==> config.mk <==
export PLATFORM = sky130hd
export DESIGN_NAME = pce_cordic
export DESIGN_NICKNAME = d
export VERILOG_FILES = /design/src/hw/rtl/pce_pkg.sv /design/src/hw/rtl/pce_cordic.sv
export SDC_FILE = /design/constraint.sdc
export NUM_CORES = 2
export LEC_CHECK = 0
export BUFFER_PORTS_ARGS = -buffer_cell sky130_fd_sc_hd__buf_2
export CELL_PAD_IN_SITES_DETAIL_PLACEMENT = 0
export CELL_PAD_IN_SITES_GLOBAL_PLACEMENT = 1
export CORE_MARGIN = 5
export CORE_UTILIZATION = 45
export DETAILED_ROUTE_END_ITERATION = 16
export MAX_ROUTING_LAYER = met4
export PLACE_DENSITY = 0.73
export SKIP_CTS_REPAIR_TIMING = 1
export SYNTH_ARGS = -nofsm -noshare
export SYNTH_HDL_FRONTEND = slang
export SYNTH_SLANG_ARGS = --single-unit
==> constraint.sdc <==
create_clock -name aclk -period 4.7 [get_ports aclk]
set_clock_uncertainty 0.1 [all_clocks]
set_input_delay 0.47 -clock aclk [delete_from_list [all_inputs] [get_ports aclk]]
set_output_delay 0.47 -clock aclk [all_outputs]
set_load 0.1 [all_outputs]
==> src/hw/rtl/pce_pkg.sv <==
package pce_pkg;

    localparam int CORDIC_STEPS_DEF = 18;
    localparam int FRAC_BITS_DEF    = 16;
    localparam int MAX_STEPS        = 30;
    localparam int T_WIDTH          = 19;
    localparam int COORD_WIDTH      = 32;
    localparam int RADIUS_WIDTH     = 31;
    localparam logic [T_WIDTH-1:0] T_LIMIT = 19'd411774;

    // Angles in Q2.30
    localparam logic signed [35:0] Q30_PI      = 36'sd3373259426;
    localparam logic signed [35:0] Q30_HALF_PI = 36'sd1686629713;
    localparam logic signed [35:0] Q30_TWO_PI  = 36'sd6746518852;
    localparam logic signed [35:0] Q30_GAIN    = 36'sd652032874;

    typedef enum logic [1:0] {
        KIND_CIRCLE  = 2'd0,
        KIND_ELLIPSE = 2'd1,
        KIND_HELIX   = 2'd2,
        KIND_SPARE   = 2'd3
    } kind_t;

    typedef enum logic [2:0] {
        REG_KIND     = 3'd0,
        REG_CENTER_X = 3'd1,
        REG_CENTER_Y = 3'd2,
        REG_CENTER_Z = 3'd3,
        REG_RADIUS_X = 3'd4,
        REG_RADIUS_Y = 3'd5,
        REG_STEP     = 3'd6,
        REG_NONE     = 3'd7
    } reg_idx_t;

    function automatic logic [31:0] atan_q30(input int i);
        case (i)
            0:  atan_q30 = 32'd843314857;
            1:  atan_q30 = 32'd497837829;
            2:  atan_q30 = 32'd263043837;
            3:  atan_q30 = 32'd133525159;
            4:  atan_q30 = 32'd67021687;
            5:  atan_q30 = 32'd33543516;
            6:  atan_q30 = 32'd16775851;
            7:  atan_q30 = 32'd8388437;
            8:  atan_q30 = 32'd4194283;
            9:  atan_q30 = 32'd2097149;
            default: atan_q30 = 32'd1 << (30 - i);
        endcase
    endfunction

    // Round half up of a Q30 constant to f fraction bits.
    function automatic logic signed [35:0] rnd_q30(input logic signed [35:0] v, input int f);
        logic signed [35:0] r;
        r = v;
        if (f < 30) begin
            r = (v + (36'sd1 <<< (29 - f))) >>> (30 - f);
        end
        return r;
    endfunction

    // Saturate a wide signed value to 32 bits.
    function automatic logic signed [31:0] sat32(input logic signed [65:0] v);
        logic signed [31:0] r;
        if (v > 66'sd2147483647) begin
            r = 32'sh7FFFFFFF;
        end else if (v < -66'sd2147483648) begin
            r = 32'sh80000000;
        end else begin
            r = v[31:0];
        end
        return r;
    endfunction

endpackage

==> src/hw/rtl/pce_cordic.sv <==
module pce_cordic import pce_pkg::*; #(
    parameter int CORDIC_STEPS = CORDIC_STEPS_DEF,
    parameter int FRAC_BITS    = FRAC_BITS_DEF,
    parameter int W            = FRAC_BITS + 4
) (
    input  logic                aclk,
    input  logic                en,
    input  logic signed [W-1:0] z_in,
    input  logic                flip_in,
    output logic signed [W-1:0] sin_out,
    output logic signed [W-1:0] cos_out
);

    logic signed [W-1:0] x_reg [0:CORDIC_STEPS];
    logic signed [W-1:0] y_reg [0:CORDIC_STEPS];
    logic signed [W-1:0] z_reg [0:CORDIC_STEPS];
    logic                f_reg [0:CORDIC_STEPS];

    localparam logic signed [35:0] GAIN_R = rnd_q30(Q30_GAIN, FRAC_BITS);

    always_ff @(posedge aclk) begin
        if (en) begin
            x_reg[0] <= GAIN_R[W-1:0];
            y_reg[0] <= '0;
            z_reg[0] <= z_in;
            f_reg[0] <= flip_in;
        end
    end

    // One micro-rotation per stage.
    for (genvar i = 0; i < CORDIC_STEPS; i++) begin : g_stage
        localparam logic signed [35:0] DA =
            rnd_q30($signed({4'd0, atan_q30(i)}), FRAC_BITS);
        always_ff @(posedge aclk) begin
            if (en) begin
                f_reg[i+1] <= f_reg[i];
                if (!z_reg[i][W-1]) begin
                    x_reg[i+1] <= x_reg[i] - (y_reg[i] >>> i);
                    y_reg[i+1] <= y_reg[i] + (x_reg[i] >>> i);
                    z_reg[i+1] <= z_reg[i] - DA[W-1:0];
                end else begin
                    x_reg[i+1] <= x_reg[i] + (y_reg[i] >>> i);
                    y_reg[i+1] <= y_reg[i] - (x_reg[i] >>> i);
                    z_reg[i+1] <= z_reg[i] + DA[W-1:0];
                end
            end
        end
    end

    assign sin_out = f_reg[CORDIC_STEPS] ? -y_reg[CORDIC_STEPS] : y_reg[CORDIC_STEPS];
    assign cos_out = f_reg[CORDIC_STEPS] ? -x_reg[CORDIC_STEPS] : x_reg[CORDIC_STEPS];

endmodule

==> impl_results.md <==
- H-Tree Depth: 3
- Top delay family on crit path: compound AO/OA/AOI/OAI gates
- Crit path launch type: flip-flop
- DRC viols: 0
- Ys Warns: 0
- Gate Count Post-Synth: 7507
- CTS tree: done
- Drt wl/cell: roughly 18 um
- Vias/cell: roughly 5.5
- ANT nets after route: 0
- Placed cells: between 9000 and 10000
- Max_cap viols: 0
- Cell Chain, Critical Path: or4_1 -> o21ai_0 -> xor2_1 -> ha_1 -> or3_1 -> o21ai_0 -> o31ai_1 -> buf_4 -> a2111oi_2 -> buf_4 -> o31ai_1 -> buf_4 -> a41oi_1 -> o21bai_1 -> xor2_1
- Commonest cells after routing, fill and taps aside: edfxtp_1, ha_1, xnor2_1
- Root buf cell: clkbuf_16
- Nets: roughly 9000
- Status: complete, no violations
- Tmin final: 4.36 ns
- Fin. Hold Viols: 0
- Die Y: ~420 um
- #FFs+latches synth: a little over 1000
- Endpoints failing setup: 0
- CP Capture Type: flip-flop
- Starting DRC count in detailed routing: about 3700
- Largest register FFs: 341
- CTS sink count: 1036
- Syn avg cell area: 10.3 um2
- Kind of critical path: reg -> reg
- Pre-CTS WS: between 0.1 and 0.15 ns
- Most common cell on crit path: buf_4
- Post-synth cell types: 90
- Vias: ~56000
- Crit share post-route: 0.927
- Vias in the first global route: roughly 54000
- Total GRT Usage: 0.198
- Filler-free cell count of the finished design: between 10000 and 15000
- Worst hold endpoint: z_reg[3][42]
- Post-DP HPWL: approximately 140000 um
- First-pass GRT wire length: between 200000 and 300000 um
- Sum Neg Setup Slack: 0 ns
- Unrepaired setup endpoints after global routing: no
- Initial core utilization: 0.452
- CTS Buf Count: between 100 and 150
- F_max: between 0.2 and 0.25 GHz
- Die width: between 400 and 500 um
- Largest net degree at the start of global routing: 82
- Final Util: 0.497
- Worst reg2reg path depth: 15
- Post-synth EDFFs: ~1000
- Slew Viols, Final: 0
- WP data arrival: around 4.7 ns
- Post-synthesis cell area: ~77000 um2
- Hold_sp: z_reg[3][22]
- IO buf count: 62
- Initial antenna violation count: 1
- Ratio of cells with drive above 1 in the final layout: 0.0561
- Row cnt: 152
- Slowest cell delay on critical path: roughly 0.6 ns
- Clock buffer depth: 3
- Sequential area share after synthesis: 0.402
- Fraction of registers with async set/reset: 0
- Core area: 171000 um2
- FF-to-FF Start: x_reg[0][65]
- Fin worst setup slack: 0.343 ns
- I/O pin count: 63
- Clk Latency, worst-skew pair: roughly 0.74 ns
- GP Congestion: around 0.88
- CP Launch Point: x_reg[0][65]
- CP max-delay cell: or4_1
- Layout area overhead: 10.0%
- Buf/Inv on CP: 3
- Worst R2R End: y_reg[4][18]
- Clock-pin slew on the worst setup and hold paths: ~0.060 ns
- Worst-margin pin slew: 1.12 ns
- Worst hold path type: reg -> reg
- Flop-to-flop setup slack: about 0.34 ns
- Commonest non-fill, non-tap cell in the layout: edfxtp_1
- GRT overflow: 0
- Most used DFF post-synth: edfxtp_1
- Die area: approximately 180000 um2
- Slew headroom: 0.255
- WP data required: 5.07 ns
- Worst hold stages: 0
- Critical path peak fanout: 6
- DR pass1 iterations: 5
- Post-Route WL: ~180000 um
[cell usage after synthesis, types with 12 or more instances]
| library cell | count | area share |
|---|---|---|
| a211o_1 | 29 | 0.0033 |
| a211oi_1 | 72 | 0.0070 |
| a21boi_0 | 14 | 0.0014 |
| a21o_1 | 272 | 0.026 |
| a21oi_1 | 686 | 0.044 |
| a311oi_1 | 12 | 0.0014 |
| a31o_2 | 18 | 0.0020 |
| a31oi_1 | 66 | 0.0053 |
| a41oi_1 | 13 | 0.0015 |
| and2_1 | 41 | 0.0033 |
| and3_1 | 59 | 0.0048 |
| buf_1 | 16 | 0.00078 |
| clkbuf_1 | 94 | 0.0046 |
| edfxtp_1 | 1036 | 0.40 |
| fa_1 | 50 | 0.013 |
| ha_1 | 945 | 0.15 |
| inv_1 | 354 | 0.017 |
| mux2_2 | 12 | 0.0017 |
| mux2i_1 | 35 | 0.0045 |
| nand2_1 | 403 | 0.020 |
| nand2b_1 | 104 | 0.0084 |
| nand3_1 | 146 | 0.0094 |
| nand4_1 | 41 | 0.0033 |
| nor2_1 | 564 | 0.027 |
| nor2b_1 | 116 | 0.0094 |
| nor3_1 | 201 | 0.013 |
| nor4_1 | 33 | 0.0027 |
| o2111ai_1 | 21 | 0.0024 |
| o211ai_1 | 32 | 0.0031 |
| o21a_1 | 97 | 0.0094 |
| o21ai_0 | 366 | 0.024 |
| o21bai_1 | 110 | 0.011 |
| o31ai_1 | 75 | 0.0073 |
| o41ai_1 | 29 | 0.0033 |
| or2_2 | 23 | 0.0019 |
| or3_1 | 57 | 0.0046 |
| or4_1 | 18 | 0.0017 |
| xnor2_1 | 728 | 0.082 |
| xor2_1 | 318 | 0.036 |
[per-stage QoR]
step	hold slack (ns)	cell area [um2]
after CTS	-0.277	85000
final	0.313	85200
after global routing	0.295	85200
after global placement	0.302	81200
after floorplan	0.300	77400
after detailed placement	0.305	81200
[worst max path at each step]
stage              endpoint  slack (ns)  cells past startpoint
2_1_floorplan  x_reg[3][39]        0.05                     17
3_3_place_gp   y_reg[4][18]        0.04                     18
3_5_place_dp   y_reg[4][18]        0.12                     18
4_1_cts        y_reg[4][18]        0.12                     15
5_1_grt        y_reg[4][18]        0.02                     15
6_report       y_reg[4][18]        0.34                     15
[final cells by class]
class / instances / area [um2]
Antenna cell: 2 / 5.00
Inverter: 358 / 1340
Timing Repair Buffer: 204 / 1470
Multi-Input combinational cell: 6003 / 44600
Clock inverter: 82 / 773
Clock buffer: 136 / 3040
Tap cell: 2310 / 2890
Fill cell: 15700 / 86200
Sequential cell: 1036 / 31100
[cell families (layout without fill, tap and decap cells)]
group / Yosys count / after routing / synth area share
xor+xnor: 1046 / 1046 / 0.118
mux: 47 / 47 / 0.00627
flops: 1036 / 1036 / 0.402
other cells: 2 / 6 / 0.0000970
fa+ha+maj: 995 / 995 / 0.166
buf+inv: 470 / 780 / 0.0229
simple gates: 1856 / 1856 / 0.115
compound gates: 2055 / 2055 / 0.170
[layer usage]
metal,share of wire,global-route usage,vias to the layer above
li1,-,-,28300
met1,0.47,0.264,26800
met2,0.48,0.330,842
met3,0.036,0.0211,201
met4,0.018,0.0433,0
met5,0,-,-
Power is left out: the tool's default activity adds up to more than one toggle a clock period on the data nets, which glitch-free logic cannot reach.
